$ cat config.mk
export PLATFORM = sky130hd
export DESIGN_NAME = keyed_slot_table
export DESIGN_NICKNAME = d
export VERILOG_FILES = /design/src/hw/rtl/kst_pkg.sv /design/src/hw/rtl/kst_entry_ram.sv /design/src/hw/rtl/keyed_slot_table.sv
export SDC_FILE = /design/constraint.sdc
export NUM_CORES = 1
export LEC_CHECK = 0
export ABC_CLOCK_PERIOD_IN_PS = 10500
export BUFFER_PORTS_ARGS = -buffer_cell sky130_fd_sc_hd__clkbuf_2
export CAP_MARGIN = 0
export CORE_MARGIN = 8
export CORE_UTILIZATION = 45
export CTS_CLUSTER_DIAMETER = 40
export DETAILED_ROUTE_END_ITERATION = 10
export PLACE_DENSITY = 0.62
export SYNTH_ARGS = -nofsm -noshare
export SYNTH_HDL_FRONTEND = slang
export SYNTH_HIERARCHICAL = 1
export SYNTH_SLANG_ARGS = --single-unit
$ cat constraint.sdc
create_clock -name clk -period 10.5 [get_ports clk]
set_clock_uncertainty 0.05 [all_clocks]
set_input_delay 0.525 -clock clk [delete_from_list [all_inputs] [get_ports clk]]
set_output_delay 0.525 -clock clk [all_outputs]
set_load 0.05 [all_outputs]
$ cat src/hw/rtl/kst_pkg.sv
package kst_pkg;

    localparam int ID_W    = 16;
    localparam int VAR_W   = 16;
    localparam int WORD_W  = 32;
    localparam int ACT_W   = 2;

    typedef enum logic [ACT_W-1:0] {
        ACT_LOOKUP = 2'd0,
        ACT_ADD    = 2'd1,
        ACT_REMOVE = 2'd2,
        ACT_CLEAR  = 2'd3
    } act_t;

    typedef enum logic {
        ST_IDLE = 1'b0,
        ST_SCAN = 1'b1
    } state_t;

    typedef struct packed {
        logic rd_en;
        logic wr_en;
    } ram_ctl_t;

endpackage

$ cat src/hw/rtl/kst_entry_ram.sv
module kst_entry_ram #(
    parameter int DEPTH   = 8,
    parameter int ENTRY_W = 96,
    localparam int ADDR_W = (DEPTH > 1) ? $clog2(DEPTH) : 1
) (
    input  logic               clk,
    input  kst_pkg::ram_ctl_t  ctl,
    input  logic [ADDR_W-1:0]  wr_addr,
    input  logic [ENTRY_W-1:0] wr_data,
    input  logic [ADDR_W-1:0]  rd_addr,
    output logic [ENTRY_W-1:0] rd_data
);
    import kst_pkg::*;

    logic [ENTRY_W-1:0] mem [DEPTH];
    logic [ENTRY_W-1:0] rd_data_reg;

    always_ff @(posedge clk)
    begin
        if (ctl.wr_en)
        begin
            mem[wr_addr] <= wr_data;
        end
    end

    // read data holds while the scan is stalled
    always_ff @(posedge clk)
    begin
        if (ctl.rd_en)
        begin
            rd_data_reg <= mem[rd_addr];
        end
    end

    assign rd_data = rd_data_reg;

endmodule

$ cat src/hw/rtl/keyed_slot_table.sv
// Lookup and remove walk the slots through one registered-read comparator;
// a lookup ends early on a hit. Add scans the used marks, one slot a cycle;
// clear empties them. One item at a time.
// Reset clears the used marks and the handshake state; slot memory is not
// initialised, as the compare ignores a free slot's data by its used mark.
module keyed_slot_table #(
    parameter int SLOTS        = 8,
    parameter int PAYLOAD_BITS = 32
) (
    input  logic                          clk,
    input  logic                          rst_n,
    input  logic                          in_valid,
    output logic                          in_ready,
    input  logic [kst_pkg::ACT_W-1:0]     action,
    input  logic signed [kst_pkg::ID_W-1:0] actor_id,
    input  logic [kst_pkg::VAR_W-1:0]     actor_variant,
    input  logic [kst_pkg::WORD_W-1:0]    payload_in,
    input  logic [kst_pkg::WORD_W-1:0]    extra_in,
    output logic                          out_valid,
    input  logic                          out_ready,
    output logic                          ok,
    output logic [kst_pkg::WORD_W-1:0]    payload_out,
    output logic [kst_pkg::WORD_W-1:0]    extra_out
);
    import kst_pkg::*;

    localparam int IDX_W   = (SLOTS > 1) ? $clog2(SLOTS) : 1;
    localparam int CNT_W   = $clog2(SLOTS + 1);
    localparam int ENTRY_W = ID_W + VAR_W + PAYLOAD_BITS + WORD_W;

    state_t                   state_reg, state_next;
    act_t                     act_reg;
    logic [ID_W-1:0]          id_reg;
    logic [VAR_W-1:0]         var_reg;
    logic [WORD_W-1:0]        payload_reg;
    logic [WORD_W-1:0]        extra_reg;

    logic [SLOTS-1:0]         used_reg, used_next;
    logic [CNT_W-1:0]         scan_cnt_reg, scan_cnt_next;
    logic                     cmp_vld_reg, cmp_vld_next;
    logic [IDX_W-1:0]         cmp_idx_reg, cmp_idx_next;

    logic                     out_valid_reg;
    logic                     ok_reg;
    logic [WORD_W-1:0]        payload_out_reg;
    logic [WORD_W-1:0]        extra_out_reg;

    logic                     in_acc;
    logic                     out_free;
    logic [IDX_W-1:0]         scan_idx;
    logic                     scan_in_range;
    logic                     scan_last;
    logic                     cmp_hit;
    logic                     cmp_last;
    logic                     want_finish;
    logic                     finish;
    logic                     stall;
    logic                     advance;
    logic                     clr_slot;
    logic                     res_ok;
    logic [WORD_W-1:0]        res_payload;
    logic [WORD_W-1:0]        res_extra;

    ram_ctl_t                 ram_ctl;
    logic [ENTRY_W-1:0]       wr_entry;
    logic [ENTRY_W-1:0]       rd_entry;
    logic [ID_W-1:0]          rd_id;
    logic [VAR_W-1:0]         rd_var;
    logic [PAYLOAD_BITS-1:0]  rd_payload;
    logic [WORD_W-1:0]        rd_extra;
    logic [63:0]              pay_wide_in;
    logic [63:0]              pay_wide_out;

    assign in_ready = (state_reg == ST_IDLE);
    assign in_acc   = in_valid && in_ready;
    assign out_free = !out_valid_reg || out_ready;

    assign scan_idx      = scan_cnt_reg[IDX_W-1:0];
    assign scan_in_range = (scan_cnt_reg < CNT_W'(SLOTS));
    assign scan_last     = (scan_cnt_reg == CNT_W'(SLOTS - 1));

    // entry layout: id, variant, payload, extra
    assign pay_wide_in = {32'd0, payload_reg};
    assign wr_entry    = {id_reg, var_reg, pay_wide_in[PAYLOAD_BITS-1:0], extra_reg};

    assign rd_id      = rd_entry[ENTRY_W-1 -: ID_W];
    assign rd_var     = rd_entry[ENTRY_W-ID_W-1 -: VAR_W];
    assign rd_payload = rd_entry[WORD_W +: PAYLOAD_BITS];
    assign rd_extra   = rd_entry[WORD_W-1:0];
    assign pay_wide_out = 64'(rd_payload);

    assign cmp_hit  = cmp_vld_reg && used_reg[cmp_idx_reg]
                      && (rd_id == id_reg) && (rd_var == var_reg);
    assign cmp_last = cmp_vld_reg && (cmp_idx_reg == IDX_W'(SLOTS - 1));

    kst_entry_ram #(
        .DEPTH   (SLOTS),
        .ENTRY_W (ENTRY_W)
    ) u_ram (
        .clk     (clk),
        .ctl     (ram_ctl),
        .wr_addr (scan_idx),
        .wr_data (wr_entry),
        .rd_addr (scan_idx),
        .rd_data (rd_entry)
    );

    // next state
    always_comb
    begin
        state_next = state_reg;
        case (state_reg)
            ST_IDLE:
            begin
                if (in_acc)
                begin
                    state_next = ST_SCAN;
                end
            end
            ST_SCAN:
            begin
                if (finish)
                begin
                    state_next = ST_IDLE;
                end
            end
            default:
            begin
                state_next = ST_IDLE;
            end
        endcase
    end

    // sequencer outputs
    always_comb
    begin
        want_finish = 1'b0;
        advance     = 1'b0;
        clr_slot    = 1'b0;
        res_ok      = 1'b0;
        res_payload = '0;
        res_extra   = '0;
        case (state_reg)
            ST_SCAN:
            begin
                case (act_reg)
                    ACT_LOOKUP:
                    begin
                        advance = 1'b1;
                        if (cmp_hit)
                        begin
                            want_finish = 1'b1;
                            res_ok      = 1'b1;
                            res_payload = pay_wide_out[WORD_W-1:0];
                            res_extra   = rd_extra;
                        end
                        else if (cmp_last)
                        begin
                            want_finish = 1'b1;
                        end
                    end
                    ACT_ADD:
                    begin
                        if (!used_reg[scan_idx])
                        begin
                            want_finish = 1'b1;
                            res_ok      = 1'b1;
                        end
                        else if (scan_last)
                        begin
                            want_finish = 1'b1;
                        end
                        else
                        begin
                            advance = 1'b1;
                        end
                    end
                    ACT_REMOVE:
                    begin
                        advance  = 1'b1;
                        clr_slot = cmp_hit;
                        if (cmp_last)
                        begin
                            want_finish = 1'b1;
                        end
                    end
                    ACT_CLEAR:
                    begin
                        want_finish = 1'b1;
                    end
                    default:
                    begin
                        want_finish = 1'b1;
                    end
                endcase
            end
            default:
            begin
                want_finish = 1'b0;
            end
        endcase
        stall  = want_finish && !out_free;
        finish = want_finish && out_free;

        ram_ctl.wr_en = finish && (act_reg == ACT_ADD) && res_ok;
        ram_ctl.rd_en = advance && !stall && scan_in_range
                        && ((act_reg == ACT_LOOKUP) || (act_reg == ACT_REMOVE));
    end

    // scan counter, compare stage and used marks
    always_comb
    begin
        scan_cnt_next = scan_cnt_reg;
        cmp_vld_next  = cmp_vld_reg;
        cmp_idx_next  = cmp_idx_reg;
        used_next     = used_reg;
        if (in_acc)
        begin
            scan_cnt_next = '0;
            cmp_vld_next  = 1'b0;
        end
        else if (advance && !stall)
        begin
            if (scan_in_range)
            begin
                scan_cnt_next = scan_cnt_reg + CNT_W'(1);
            end
            cmp_vld_next = scan_in_range;
            cmp_idx_next = scan_idx;
        end
        if (clr_slot)
        begin
            used_next[cmp_idx_reg] = 1'b0;
        end
        if (ram_ctl.wr_en)
        begin
            used_next[scan_idx] = 1'b1;
        end
        if (finish && (act_reg == ACT_CLEAR))
        begin
            used_next = '0;
        end
    end

    always_ff @(posedge clk or negedge rst_n)
    begin
        if (!rst_n)
        begin
            state_reg     <= ST_IDLE;
            used_reg      <= '0;
            scan_cnt_reg  <= '0;
            cmp_vld_reg   <= 1'b0;
            out_valid_reg <= 1'b0;
        end
        else
        begin
            state_reg    <= state_next;
            used_reg     <= used_next;
            scan_cnt_reg <= scan_cnt_next;
            cmp_vld_reg  <= cmp_vld_next;
            if (finish)
            begin
                out_valid_reg <= 1'b1;
            end
            else if (out_ready)
            begin
                out_valid_reg <= 1'b0;
            end
        end
    end

    always_ff @(posedge clk)
    begin
        cmp_idx_reg <= cmp_idx_next;
        if (in_acc)
        begin
            act_reg     <= act_t'(action);
            id_reg      <= actor_id;
            var_reg     <= actor_variant;
            payload_reg <= payload_in;
            extra_reg   <= extra_in;
        end
        if (finish)
        begin
            ok_reg          <= res_ok;
            payload_out_reg <= res_payload;
            extra_out_reg   <= res_extra;
        end
    end

    assign out_valid   = out_valid_reg;
    assign ok          = ok_reg;
    assign payload_out = payload_out_reg;
    assign extra_out   = extra_out_reg;

    a_miss_zero: assert property (@(posedge clk) disable iff (!rst_n)
        (out_valid && !ok) |-> ((payload_out == '0) && (extra_out == '0)))
        else $error("failed result carries data");

    a_busy_after_accept: assert property (@(posedge clk) disable iff (!rst_n)
        in_acc |=> !in_ready)
        else $error("ready straight after acceptance");

    a_clear_empties: assert property (@(posedge clk) disable iff (!rst_n)
        (finish && (act_reg == ACT_CLEAR)) |=> (used_reg == '0))
        else $error("used marks left after clear");

    a_add_fail_full: assert property (@(posedge clk) disable iff (!rst_n)
        (finish && (act_reg == ACT_ADD) && !res_ok) |-> (&used_reg))
        else $error("add refused with a free slot");

endmodule
# Word-level counts from Yosys, hierarchy flattened
# Memories as Yosys holds them, arrays and structs flattened. A register that Yosys moved wholly into a read port is not among the register bits.
# Cells that the tools add are included.
[totals]
output_inout_bits = 67
mem_bits_rw = 768
mem_count = 1
reg_bits = 181
[memory_table]
columns = ["name", "depth", "word_bits", "rd", "rd_clocked_by_memory_dff", "wr", "line", "rtl"]
rows = [
  ["u_ram.mem", 8, 96, 1, 1, 1, "kst_entry_ram.sv:15", "logic [ENTRY_W-1:0] mem [DEPTH];"],
]
[classes]
add_sub_neg = 1
bitwise_logic = 5
mux = 39
reduce_logical = 28
n_eq_ne = 7
magnitude_cmp = 5
[ops]
columns = ["operator", "n"]
rows = [
  ["16-bit equality test", 2],
  ["1-bit two-way mux", 25],
  ["8-bit two-way mux", 3],
  ["1-bit logical AND", 15],
  ["4-bit two-way mux", 3],
  ["8-bit AND", 1],
  ["3-bit by 4-bit < comparator with 1-bit output, second input constant", 2],
  ["8-bit inverter", 1],
  ["8-bit OR", 1],
  ["1-bit binary-select mux with 3-bit select", 2],
  ["1-bit demux with 3-bit select", 2],
  ["3-bit by 1-bit >= comparator with 1-bit output, second input constant", 2],
  ["1-bit one-hot mux with 2 select lines", 3],
  ["2-bit nonzero test", 3],
  ["4-bit by 1-bit adder with 4-bit output, second input constant", 1],
  ["2-bit equality test, second input constant", 2],
  ["4-bit by 3-bit equality test with 1-bit output, second input constant", 1],
  ["4-bit < comparator, second input constant", 1],
  ["1-bit one-hot mux with 4 select lines", 1],
  ["2-bit AND reduction", 2],
  ["3-bit equality test, second input constant", 1],
  ["1-bit logical NOT", 3],
  ["3-bit AND reduction", 1],
  ["2-bit by 1-bit equality test with 1-bit output, second input constant", 1],
  ["4 further kinds", 6],
]

# Depth between registers and ports, before layout
# Gate-level depths: netlist (run 1).
[logic_depth]
depth_word = 13
depth_mapped = 8
ltp_nobuf = 6

# By module
# Netlist (run 1), hierarchy kept.
[by_module_without_submodules]
columns = ["mod", "instances", "cells_each", "area_per_inst_um2", "seq_area_each_um2"]
rows = [
  ["kst_entry_ram", 1, 1219, 31766.7, 25944.9],
  ["keyed_slot_table", 1, 413, 6962.9, 5360.1],
]

# Worst setup path after synthesis (run 1)
# Ideal clock, no wire load.
[synth_timing]
kind = "register to register"
start = "reg scan_cnt_reg[1]"
end = "mem u_ram.mem[4][0], enable pin"
synth_period_minus_slack_ps = 8801
setup_time_ps = 668
arrival_time_ps = 8083
setup_slack_ps = 1699
path_buffers = 1
path_stages_with_launch = 7
t_required_ps = 9782
cell_sequence = "dfrtp_1 -> buf_4 -> mux2i_1 -> mux4_2 -> nor3b_1 -> nand2_1 -> nor3_1"
[synth_rtl]
columns = ["element", "line", "rtl"]
rows = [
  ["start, declared", "keyed_slot_table.sv:39", "logic [CNT_W-1:0] scan_cnt_reg, scan_cnt_next;"],
  ["start signal, assigned", "keyed_slot_table.sv:259", "scan_cnt_reg <= scan_cnt_next;"],
  ["end, declared", "kst_entry_ram.sv:15", ""],
]

==> results, run 1 <==
- The run finished with clean final reports.
- The top cell type by area accounts for 79.9% of the synthesized area.
- The tool flagged a number of max-cap violations equal to 0.
- After legalization and detailed placement, the total HPWL measured 41800 um.
- The library cell appearing most often on the critical path is sky130_fd_sc_hd__buf_4.
- The area growth from synthesis to layout is 20.0%.
- The setup path with the least slack is of type reg2reg.
- The number of endpoints failing setup at the final stage is 0.
- CTS saw 1045 sinks.
- The initialized floorplan defines 107 standard-cell rows.
- Static timing analysis puts the maximum clock frequency at 193 MHz.
- The first global-routing pass estimated 119000 um of wire.
- The min-delay analysis places its worst path in the category in2reg.
- The multi-input combinational cells in the finished layout cover a total of 0.00705 sq mm.
- The quantity of hold-fixing buffers added after cts is 94.
- The cell with the largest stage delay on the worst path is sky130_fd_sc_hd__dfrtp_4.
- The total overflow left after global routing is 0.
- Synthesis produced 1632 cells.
- The post-cts gate resize count is 0.
- The ratio of final minimum period to clock period is between 40 and 50%.
- The register-to-register setup slack is 5.32 ns.
- Counting distinct cell types in the post-synthesis netlist gives 48.
- Dividing total power by cell area gives a power density of 265 mW/mm^2.
- In this run the worst path has a maximum fanout of 60.
- Setup repair after global routing left no endpoint under its margin.
- The effective utilization at floorplan is between 40 and 50%.
- After detailed placement, the total cell area comes to around 0.041 sq mm.
- In this run, synthesis produced a sequential element count of 1045.
- Pin placement for this block handled 169 I/O pins.
- After synthesis, the largest family of logic cells by area is multiplexers.
- The data arrival time of the worst path is roughly 5.5 ns.
- Of the total synthesized cell area, the portion taken by full adders, half adders and majority gates is 0.0323%.
- In the routed design, unresolved DRC markers number 0.
- The core region area is approximately 0.085 sq mm.
- The clock tree from TritonCTS is done.
- The number of global-route vias before repair is ~19000.
- The slew of the pin with the lowest slew margin is 1.09 ns.
- The compound-gate portion of the synthesized area is 0.556%.
- Timing analysis after detailed placement gives a worst setup slack of 5.19 ns.
- The final instance area is 0.0465 sq mm.
- Registers take ~0.031 sq mm.
- After clock tree synthesis, the clock-pin slew on the worst setup and hold paths is 0.05 ns.
- The initial antenna violation count is 4.
- The total via count after detailed routing is between 15000 and 20000.
- The synthesized design spends more area on one cell type than any other, namely sky130_fd_sc_hd__edfxtp_1.
- The number of pins with negative max-slew slack in the final report was 0.
- The most common cell in the synthesized netlist is sky130_fd_sc_hd__edfxtp_1.
- Summing the areas of all xor and xnor instances in the mapped netlist gives 0.724% of the synthesized area.
- The length of the first detailed-routing pass in iterations is 5.
- The die boundary height is 309 um.
- After synthesis the cells add up to 0.0387 sq mm.
- The clock latency of the later-clocked register in the worst-skew pair is 0.72 ns.
- Multiplexer cells account for 14.3% of the synthesized area.
- Entering global routing, the biggest net connects 93 pins.
- Once routing completed, OpenROAD measured the worst setup slack at 5.32 ns.
- The share of synthesized flip-flops with an asynchronous set or reset is 1.44%.
- The number of nets handed over by synthesis was 1735.
- Walking the worst path, the cells encountered are mux2i_1 -> mux4_2 -> nor3b_1 -> nand2b_1 -> nor2_4 -> buf_4 -> buf_4.
- The routability congestion estimate is roughly 0.78.
- The post-synthesis average cell area is 23.7 sq um.
- In this run, synthesis inferred 1030 flip-flops with an integrated enable.
- Global routing used roughly 17% of the available tracks.
- STA puts the critical path data required time at around 11 ns.
- Using the TritonRoute via totals, the vias-per-cell ratio works out to 5.38.
- Of the total synthesized cell area, the portion taken by AND, OR, NAND and NOR gates is 2.41%.
- The final-report hold violation count is 0.
- In the synthesized netlist the dominant register cell turns out to be sky130_fd_sc_hd__edfxtp_1.
- For this block, the routed nets add up to 79400 um of wire.
- Sorting the synthesized cells by area gives the leading types as sky130_fd_sc_hd__edfxtp_1, sky130_fd_sc_hd__mux4_2, sky130_fd_sc_hd__mux2_2, sky130_fd_sc_hd__dfrtp_1, sky130_fd_sc_hd__and2_2.
- The level count of the clock H-tree is 4.
- CTS placed an instance of sky130_fd_sc_hd__clkbuf_16 at the clock tree root.
- VDD sags by at most 0.000210 V.
- The final critical delay including setup and external delays is 5.18 ns.
- The sequential fraction of the synthesis area is 80.8%.
- The remaining number of nets flagged by the antenna check after routing is 0.
- The DRC violation total after the first TritonRoute iteration is 1367.
- The count of yosys warnings during synthesis is 6.
- The final layout contains 2097 nets.
- Across all hold checks on the routed design, the worst slack comes to 0.0368 ns.
- The TritonCTS buffer count is 137.
- The number of I/O port buffers is 168.
- The buffer levels on the longest clock path is 3.
- The largest single stage delay on the critical path is approximately 1.1 ns.
- For this design the static power due to leakage is around 15 nW.
- Adding up every negative setup slack in the final design gives 0 ns.
- Measured along the x axis, the die boundary spans 309 um.
- Of the cells placed in the final design, the portion with a size suffix greater than 1 is 36.4%.
- Dividing the detail-routed wire length by the instance count gives 24.4 um.
- The critical path endpoint category is a register.
- The worst setup path is launched from a register.
- Ranked by instance count, the synthesized netlist is headed by sky130_fd_sc_hd__edfxtp_1, sky130_fd_sc_hd__mux4_2, sky130_fd_sc_hd__mux2_2, sky130_fd_sc_hd__and2_2, sky130_fd_sc_hd__and2_1.
- Counting the fill cells in the layout gives 6446.
- The area of the die is about 0.096 sq mm.
- The worst slew margin relative to its limit is 27.3%.
- The flip-flop count of the largest register after layout is 768.
- Once the clock tree was built, the setup fixing pass inserted 0 buffers.
[per-stage QoR]
step | util, % | cells | total power, mW
floorplan | - | 1632 | 7.22
global placement | 48.0 | 2905 | 7.75
detailed placement | 48.0 | 2905 | 7.77
CTS | 54.5 | 3254 | 12.5
global route | 54.5 | 3254 | 12.8
finish | 54.5 | 3256 | 12.3
[placed cells by master (no fill, tap or decap), types with 9 or more instances in the layout]
master,count
sky130_fd_sc_hd__and2_2,34
sky130_fd_sc_hd__bufinv_16,14
sky130_fd_sc_hd__clkbuf_2,168
sky130_fd_sc_hd__clkbuf_16,138
sky130_fd_sc_hd__nand2b_1,9
sky130_fd_sc_hd__clkbuf_1,13
sky130_fd_sc_hd__clkinv_4,11
sky130_fd_sc_hd__nand4_1,12
sky130_fd_sc_hd__buf_4,26
sky130_fd_sc_hd__xnor2_1,21
sky130_fd_sc_hd__and2_1,30
sky130_fd_sc_hd__clkinv_1,16
sky130_fd_sc_hd__inv_6,22
sky130_fd_sc_hd__mux4_2,193
sky130_fd_sc_hd__clkinv_2,19
sky130_fd_sc_hd__mux2_2,97
sky130_fd_sc_hd__edfxtp_1,1030
sky130_fd_sc_hd__dlygate4sd3_1,94
sky130_fd_sc_hd__nand2_1,21
sky130_fd_sc_hd__dfrtp_1,12
sky130_fd_sc_hd__xor2_1,11
sky130_fd_sc_hd__o21ai_0,10
sky130_fd_sc_hd__mux2i_1,10
sky130_fd_sc_hd__clkinvlp_4,10
[worst max-delay path, delay by kind of cell, from the launching register on]
kind	cells	cell delay [ns]
AND/OR/NAND/NOR	3	1.64
multiplexers	2	0.64
buffers and inverters	2	1.34
flip-flops	1	1.09
[report_power, final]
part	leakage (nW)	switching, mW	total [mW]	internal [mW]
Sequential	9.53	0.371	5.54	5.17
Clock	2.25	1.83	4.64	2.81
Combinational	3.38	1.12	2.13	1.00
[cells by family after synthesis]
| family | Yosys count |
|---|---|
| fa+ha+maj | 1 |
| simple gates | 153 |
| buf+inv | 71 |
| flops | 1045 |
| xor+xnor | 32 |
| compound gates | 30 |
| mux | 300 |
[metal layers]
layer | part of all wire, % | GRT usage, %
met1 | 43 | 22.4
met2 | 50 | 27.6
met3 | 5.6 | 3.67
met4 | 2.3 | 5.46
met5 | 0.033 | 0
[final timing paths]
check,startpoint,end,cells past startpoint
worst max-delay path,scan_cnt_reg[1],u_ram/mem[2][73],7
min in group asynchronous,rst_n,used_reg[2],2
worst min register to register,u_ram/rd_data[56],payload_out[24],1
worst max register to register,scan_cnt_reg[1],u_ram/mem[2][73],7
max in group asynchronous,rst_n,scan_cnt_reg[2],2
worst min-delay path,actor_id[0],id_reg[0],1
[area by class of cell]
cell class | count | area share [%]
Inverter | 4 | 0.0431
Multi-Input combinational cell | 516 | 15.2
Tap cell | 1144 | 3.08
Timing Repair Buffer | 290 | 4.34
Sequential cell | 1045 | 67.4
Clock buffer | 151 | 7.53
Antenna cell | 2 | 0.0108
Clock inverter | 104 | 2.45
No activity file was read; power rests on OpenSTA's default activity.
==> run 2, diff against run 1 <==
--- a/config.mk
+++ b/config.mk
@@ -5,7 +5,7 @@
 export SDC_FILE = /design/constraint.sdc
 export NUM_CORES = 1
 export LEC_CHECK = 0
-export ABC_CLOCK_PERIOD_IN_PS = 10500
+export ABC_CLOCK_PERIOD_IN_PS = 4800
 export BUFFER_PORTS_ARGS = -buffer_cell sky130_fd_sc_hd__clkbuf_2
 export CAP_MARGIN = 0
 export CORE_MARGIN = 8
==> constraint.sdc (replaced) <==
create_clock -name clk -period 4.8 [get_ports clk]
set_clock_uncertainty 0.05 [all_clocks]
set_input_delay 0.24 -clock clk [delete_from_list [all_inputs] [get_ports clk]]
set_output_delay 0.24 -clock clk [all_outputs]
set_load 0.05 [all_outputs]
==> run 2 against run 1 <==
Against the previous run:
- via count is 0.55% lower
- die area stayed put
- count of clock-buffer cells in the layout fell by 21
- first-iteration DRC count grew 5.3%
- worst hold slack lost 0.0097 ns
- clock power grew 100%
- critical endpoint is now ok
- largest power group unchanged
- highest routed layer is now met4
==> results, run 2 (synthesized netlist as in run 1, its figures left out) <==
- The most common cell after layout, fill and taps aside is sky130_fd_sc_hd__edfxtp_1.
- The overall power after layout is 26.2 mW.
- For the worst-skew pair, the clock arrives at the later sink with an insertion delay of 0.72 ns.
- The first-pass GRT wire length is between 100000 and 150000 um.
- The first routing iteration left 1439 violations.
- The max-capacitance violation count is 0.
- The run finished with clean final reports.
- Measured along the y axis, the die boundary spans 309 um.
- The final antenna diode count is 0.
- The cell leakage power is ~15 nW.
- In this run the worst hold path is classified as in2async.
- The worst setup path is captured at a register.
- Setup repair after global routing left no endpoint under its margin.
- The cell family contributing the most delay on the critical path is simple AND/OR/NAND/NOR gates.
- For this configuration, the core starts out at a cell density of 45.4%.
- The flip-flop count of the largest register after layout is 768.
- The worst setup path is launched from a register.
- The worst slew margin relative to its limit is 19.4%.
- The worst setup margin is 0.868 ns.
- During I/O placement, the number of pins put on the boundary was ~170.
- The final core utilization is a little over half.
- Once placement finished, the instance area stood at 0.0412 sq mm.
- Dividing total power by cell area gives a power density of 564 mW/mm^2.
- The core region area is 0.0853 sq mm.
- After clock tree synthesis, the clock-pin slew on the worst setup and hold paths is 0.06 ns.
- Together, buffers and inverters on the worst path number 1.
- The root buffer cell chosen for the clock tree is sky130_fd_sc_hd__clkbuf_16.
- Leaving out fill and tap cells, the most frequent cells in the layout are sky130_fd_sc_hd__edfxtp_1, sky130_fd_sc_hd__mux4_2, sky130_fd_sc_hd__clkbuf_2.
- The layout-stage area growth over the synthesis result is 19.9%.
- The largest individual stage delay along the critical path comes from the cell sky130_fd_sc_hd__buf_4.
- Entering global routing, the biggest net connects 161 pins.
- The routed design could run at a clock period as short as 3.93 ns.
- Once detailed placement completed, the half-perimeter wirelength came to ~43000 um.
- The longest clock path from root to sink contains 3 buffers.
- In this run the tool buffered the top-level ports with 168 buffer cells.
- The setup path with the least slack is of type reg2reg.
- The post-cts gate resize count is 0.
- The capturing point of the worst reg2reg path is ok.
- The timing startpoint of the critical path is var_reg[13].
- The congestion estimate from routability-driven global placement came to 0.760.
- The share of post-route cells with drive strength above 1 is 36.2%.
- Wires add up to 79500 um.
- The total overflow left after global routing is 0.
- The die outline width is about 310 um.
- The final-report hold violation count was 0.
- The peak ir drop on the vdd network is 0.000499 V.
- The area of the die is 0.0957 sq mm.
- Measured in cells, the most critical reg-to-reg path has a length of 7.
- STA puts the critical path data required time at 5.00 ns.
- Across all hold checks on the routed design, the worst slack comes to about 0.027 ns.
- The highest clock rate is 254 MHz.
- After detailed routing, the average wire length per cell comes to about 25 um.
- Post-CTS timing repair inserted 0 buffers for setup.
- The TritonCTS sink count is 1045.
- The number of global-route vias before repair is around 19000.
- The register-to-register setup slack is 0.87 ns.
- The initial antenna violation count is 1.
- The startpoint identified for the worst register-to-register timing path is var_reg[13].
- Global routing used ~17% of the available tracks.
- The TritonCTS buffer count is 121.
- The number of pins with negative max-slew slack in the final report is 0.
- In this run the remaining antenna-violating nets after routing total 0.
- The cell count after placement is 2914.
- In the routed design, unresolved DRC markers number 0.
- The number of nets at the end of the flow is 2097.
- Summing over every cut layer, the via total after detailed routing is between 15000 and 20000.
- The ratio of final minimum period to clock period is 81.9%.
- The length of the first detailed-routing pass in iterations is 5.
- The number of endpoints failing setup at the final stage is 0.
- After detailed routing, the number of vias per cell comes to 5.38.
- The data arrival time of the worst path is 4.14 ns.
- TritonCTS built the clock tree.
- The signal on the critical path passes through xnor2_1 -> nand4_1 -> or4_1 -> nor4_1 -> o21ai_0 -> nor2b_4 -> buf_4.
- The total number of placement rows is 107.
- The H-tree generated during clock tree synthesis spans 3 levels.
- The maximum fanout encountered on the critical timing path is 65.
- Excluding fillers, the count of instances in the completed layout stands at 3240.
- Timing analysis after detailed placement gives a worst setup slack of approximately 0.9 ns.
- The sum of negative setup slack is 0 ns.
- The maximum cell stage delay along the critical path is 0.83 ns.
- For the pin with the worst max-slew slack, the measured transition is 1.21 ns.
- The final instance area is 0.0464 sq mm.
[run 2: what timing repair did]
| action | 4_1_cts | 5_1_grt |
|---|---|---|
| hold buffers | 101 | 0 |
| endpoints found under the setup margin | 0 | 0 |
| hold endpoints to repair | 118 | 0 |
[run 2: metal layers]
layer	routed length (um)	track usage (%)
met5	0	0
met4	1300	4.13
met3	4260	3.23
met2	39600	28.0
met1	34300	22.7
[run 2: worst max-delay path by stage]
stage                      endpoint  slack (ns)  cells past startpoint
floorplan           u_ram/mem[7][0]       -1.46                      6
global placement     payload_out[5]        1.01                      7
detailed placement   payload_out[0]        0.88                      7
CTS                              ok        0.79                      7
global route                     ok        0.64                      7
finish                           ok        0.87                      7
[run 2: power breakdown]
part           switching, mW  internal (mW)  total (mW)
registers              0.646           11.3        12.0
clock network           3.86           5.49        9.35
logic                   2.62           2.24        4.86
total                   7.13           19.0        26.2
[run 2: area by class of cell]
class	instances	area, sq um
fillers	6415	38900
multi-input cells	516	7060
clock inverters	95	1170
flip-flops and latches	1045	31300
clock buffers	130	3060
well taps	1144	1430
inverters	4	17.5
repair buffers	306	2370
==> run 3, diff against run 2 <==
--- a/config.mk
+++ b/config.mk
@@ -5,14 +5,14 @@
 export SDC_FILE = /design/constraint.sdc
 export NUM_CORES = 1
 export LEC_CHECK = 0
-export ABC_CLOCK_PERIOD_IN_PS = 4800
+export ABC_CLOCK_PERIOD_IN_PS = 3300
 export BUFFER_PORTS_ARGS = -buffer_cell sky130_fd_sc_hd__clkbuf_2
 export CAP_MARGIN = 0
 export CORE_MARGIN = 8
 export CORE_UTILIZATION = 45
 export CTS_CLUSTER_DIAMETER = 40
 export DETAILED_ROUTE_END_ITERATION = 10
-export PLACE_DENSITY = 0.62
+export PLACE_DENSITY = 0.65
 export SYNTH_ARGS = -nofsm -noshare
 export SYNTH_HDL_FRONTEND = slang
 export SYNTH_HIERARCHICAL = 1
==> constraint.sdc (replaced) <==
create_clock -name clk -period 3.3 [get_ports clk]
set_clock_uncertainty 0.05 [all_clocks]
set_input_delay 0.165 -clock clk [delete_from_list [all_inputs] [get_ports clk]]
set_output_delay 0.165 -clock clk [all_outputs]
set_load 0.05 [all_outputs]
==> run 3 against run 2 <==
Against the previous run:
- setup slack worse by 0.69 ns
- worst hold slack better by 0.094 ns
- sequential power rose by 43%
- combinational power up 56%
- sequential share of layout area down 1.1 points
- critical endpoint is now payload_out[24]
- largest power group unchanged
==> results, run 3 (synthesized netlist as in run 1, its figures left out) <==
- At the worst endpoint, the required time is 3.65 ns.
- The first-pass GRT wire length is 120000 um.
- The worst slew margin relative to its limit is roughly 36%.
- In this run the cell area measured after placement is 0.0417 sq mm.
- The worst-case IR drop observed on VDD is 0.000602 V.
- The detail-routed net length per standard cell is 24.4 um.
- The first routing iteration left 1571 violations.
- The net switching power is 10.3 mW.
- The maximum cell stage delay along the critical path is 0.66 ns.
- The H-tree generated during clock tree synthesis spans 4 levels.
- Routability-driven placement finished with a final weighted congestion of 0.773.
- For this design, the sink count on the clock tree is approximately 1000.
- Measured on the finished design, the core utilization comes to 55.3%.
- Setup repair after global routing left no endpoint under its margin.
- The data arrival time of the worst path is 3.47 ns.
- Of the total power, the share spent switching nets is 26.5%.
- 169 I/O pins were placed.
- Timing would allow up to 320 MHz.
- Global routing used between 15 and 20% of the available tracks.
- The areal power density over the cells is 827 mW/mm^2.
- The capturing point of the worst reg2reg path is payload_out[24].
- The final antenna diode count is 0.
- The die is 309 um tall.
- The number of placed instances, taps included, is roughly 3000.
- The TritonCTS buffer count is 131.
- The count of non-filler cells in the finished layout is between 3000 and 4000.
- The tightest min-delay check is of the in2reg type.
- In the routed layout, each cell is associated on average with a via count of 5.35.
- The flip-flop count of the largest register after layout is 768.
- The number of global-route vias before repair came to approximately 19000.
- Of all nets on the critical path, the largest fanout is 21.
- The proportion of power drawn by flip-flops and latches is ~44%.
- The cell leakage power is 15.5 nW.
- The flow ran to the end, and the final reports show no timing, DRC or antenna violations.
- The register-to-register setup slack is 0.17 ns.
- The library cells used most frequently in the layout, excluding fill and tap cells, are sky130_fd_sc_hd__edfxtp_1, sky130_fd_sc_hd__mux4_2, sky130_fd_sc_hd__clkbuf_2.
- Per report_power, the clock group accounts for ~37% of the total.
- Max-cap violations in this run came to 0.
- The overall overflow remaining after global route is 0.
- TritonCTS built the clock tree.
- The final critical delay including setup and external delays is between 3 and 4 ns.
- The clock latency of the later-clocked register in the worst-skew pair is 0.70 ns.
- The total number of placement rows is 107.
- The kind of critical path is reg2reg.
- In this run the most critical hold path is launched from payload_in[11].
- Setup violations remaining at the end of the flow were counted as 0.
- The ratio of final minimum period to clock period is roughly 95%.
- The die outline width is around 310 um.
- For this configuration, the core starts out at a cell density of 45.4%.
- The number of pins with negative max-slew slack in the final report is 0.
- For the pin with the worst max-slew slack, the measured transition is 0.959 ns.
- Leaving out fill and tap cells, the most frequent cell in the layout is sky130_fd_sc_hd__edfxtp_1.
- The combinational cell fraction of total power is between 10% and 20%.
- Relative to the synthesized area, the layout overhead comes to 21.8%.
- The total via count after detailed routing is 17600.
- Walking the worst path, the cells encountered are xnor2_1 -> nand4_1 -> or4_1 -> nor4_2 -> o21ai_0 -> nor2b_4 -> buf_12 -> buf_12.
- The floorplan step defined a die boundary enclosing ~0.096 sq mm.
- The remaining number of nets flagged by the antenna check after routing is 0.
- The clock-pin slew on the worst setup and hold paths is 0.06 ns.
- Once layout is done, the placed cells without fillers occupy about 0.047 sq mm.
- The routed wire length is between 80000 and 90000 um.
- In this design, the critical path's most frequently occurring cell is sky130_fd_sc_hd__buf_12.
- The total internal power is 28.7 mW.
- The largest individual stage delay along the critical path comes from the cell sky130_fd_sc_hd__or4_1.
- Before antenna repair, the detailed router went through 5 iterations.
- The launching point of the worst reg2reg path is var_reg[7].
- The number of nets at the end of the flow is 2152.
- The logic depth of the worst register-to-register path is 8.
- The hold-critical path endpoint is payload_reg[11].
- The placed wire-length estimate after detailed placement is ~45000 um.
- The share of post-route cells with drive strength above 1 is between 30% and 40%.
- The filler cell count is about 6300.
- The critical path endpoint category is a register.
- The clock passes through at most 3 buffers.
- The number of stages on the worst hold path is 2.
- The final-report hold violation count is 0.
- The critical path launch point type is a register.
- Entering global routing, the biggest net connects 143 pins.
- The initial antenna violation count came to 3.
- In the routed design, unresolved DRC markers number 0.
- Buffers placed on the I/O ports in this run total 168.
- The library cell used as clock root buffer is sky130_fd_sc_hd__clkbuf_16.
- The core region area is 0.0853 sq mm.
## run 3: changes by cell type in the layout (fill, tap and decap cells not counted), sizes merged
cell / change
buf: +43
clkbuf: +16
clkinv: -3
clkinvlp: -5
dlygate4sd3: +2
inv: +5
## run 3: metal layers
metal / share of wire, % / global-route usage, % / wire, um
met4: 2.1 / 5.10 / 1690
met5: 0.015 / 0 / 12
met3: 5.6 / 3.78 / 4490
met1: 42 / 22.5 / 33700
met2: 50 / 28.1 / 40400
## run 3: repair_timing
item | in CTS | in global routing
setup buffers | 5 | 0
gates resized for setup | 0 | 1
hold buffers | 103 | 0
hold endpoints to repair | 120 | 0
endpoints found under the setup margin | 30 | 57
## run 3: how the worst max path moves through the flow
| stage | from | endpoint | slack [ns] |
|---|---|---|---|
| after floorplan | scan_cnt_reg[1] | u_ram/mem[0][0] | -1.03 |
| final | var_reg[7] | payload_out[24] | 0.17 |
| after detailed placement | scan_cnt_reg[1] | u_ram/rd_data[43] | -0.01 |
| after global routing | id_reg[3] | payload_out[23] | 0.01 |
| after CTS | var_reg[7] | payload_out[18] | 0.09 |
| after global placement | scan_cnt_reg[1] | u_ram/rd_data[43] | 0.005 |
## run 3: final cells by class
class | count | area, sq um | share of cell area [%]
clock buffer | 146 | 3420 | 7.25
clock inverter | 92 | 1010 | 2.15
inverter | 4 | 17.5 | 0.0371
multi-input combinational | 516 | 7100 | 15.0
sequential | 1045 | 31300 | 66.4
tap | 1144 | 1430 | 3.03
timing repair buffer | 351 | 2870 | 6.09
## run 3: through the flow
step           hold slack, ns  setup slack [ns]  setup TNS, ns  power (mW)
5_1_grt                0.0835           0.00961              0        40.5
6_report                0.121             0.175              0        39.0
2_1_floorplan          -0.181             -1.03        -424.34        23.0
4_1_cts                0.0646            0.0873              0        39.5
3_5_place_dp           0.0574           -0.0124         -0.228        25.0
3_3_place_gp           0.0522           0.00502              0        24.9
## run 3: power by group through the flow
stage	clock network [mW]	registers, mW	logic [mW]
CTS	14.5	17.2	7.76
detailed placement	0	17.5	7.56
global placement	0	17.4	7.49
global route	15.1	17.3	8.13
finish	14.2	17.2	7.57
floorplan	0	17.9	5.08
## run 3: worst max-delay path: cells and delay by family, from the launching register on
kind / cells / cell delay, ns
AOI/OAI and AO/OA: 1 / 0.24
buffers and inverters: 2 / 0.35
DFF: 1 / 0.51
xor gates and xnor gates: 1 / 0.20
and+or+nand+nor: 4 / 1.43
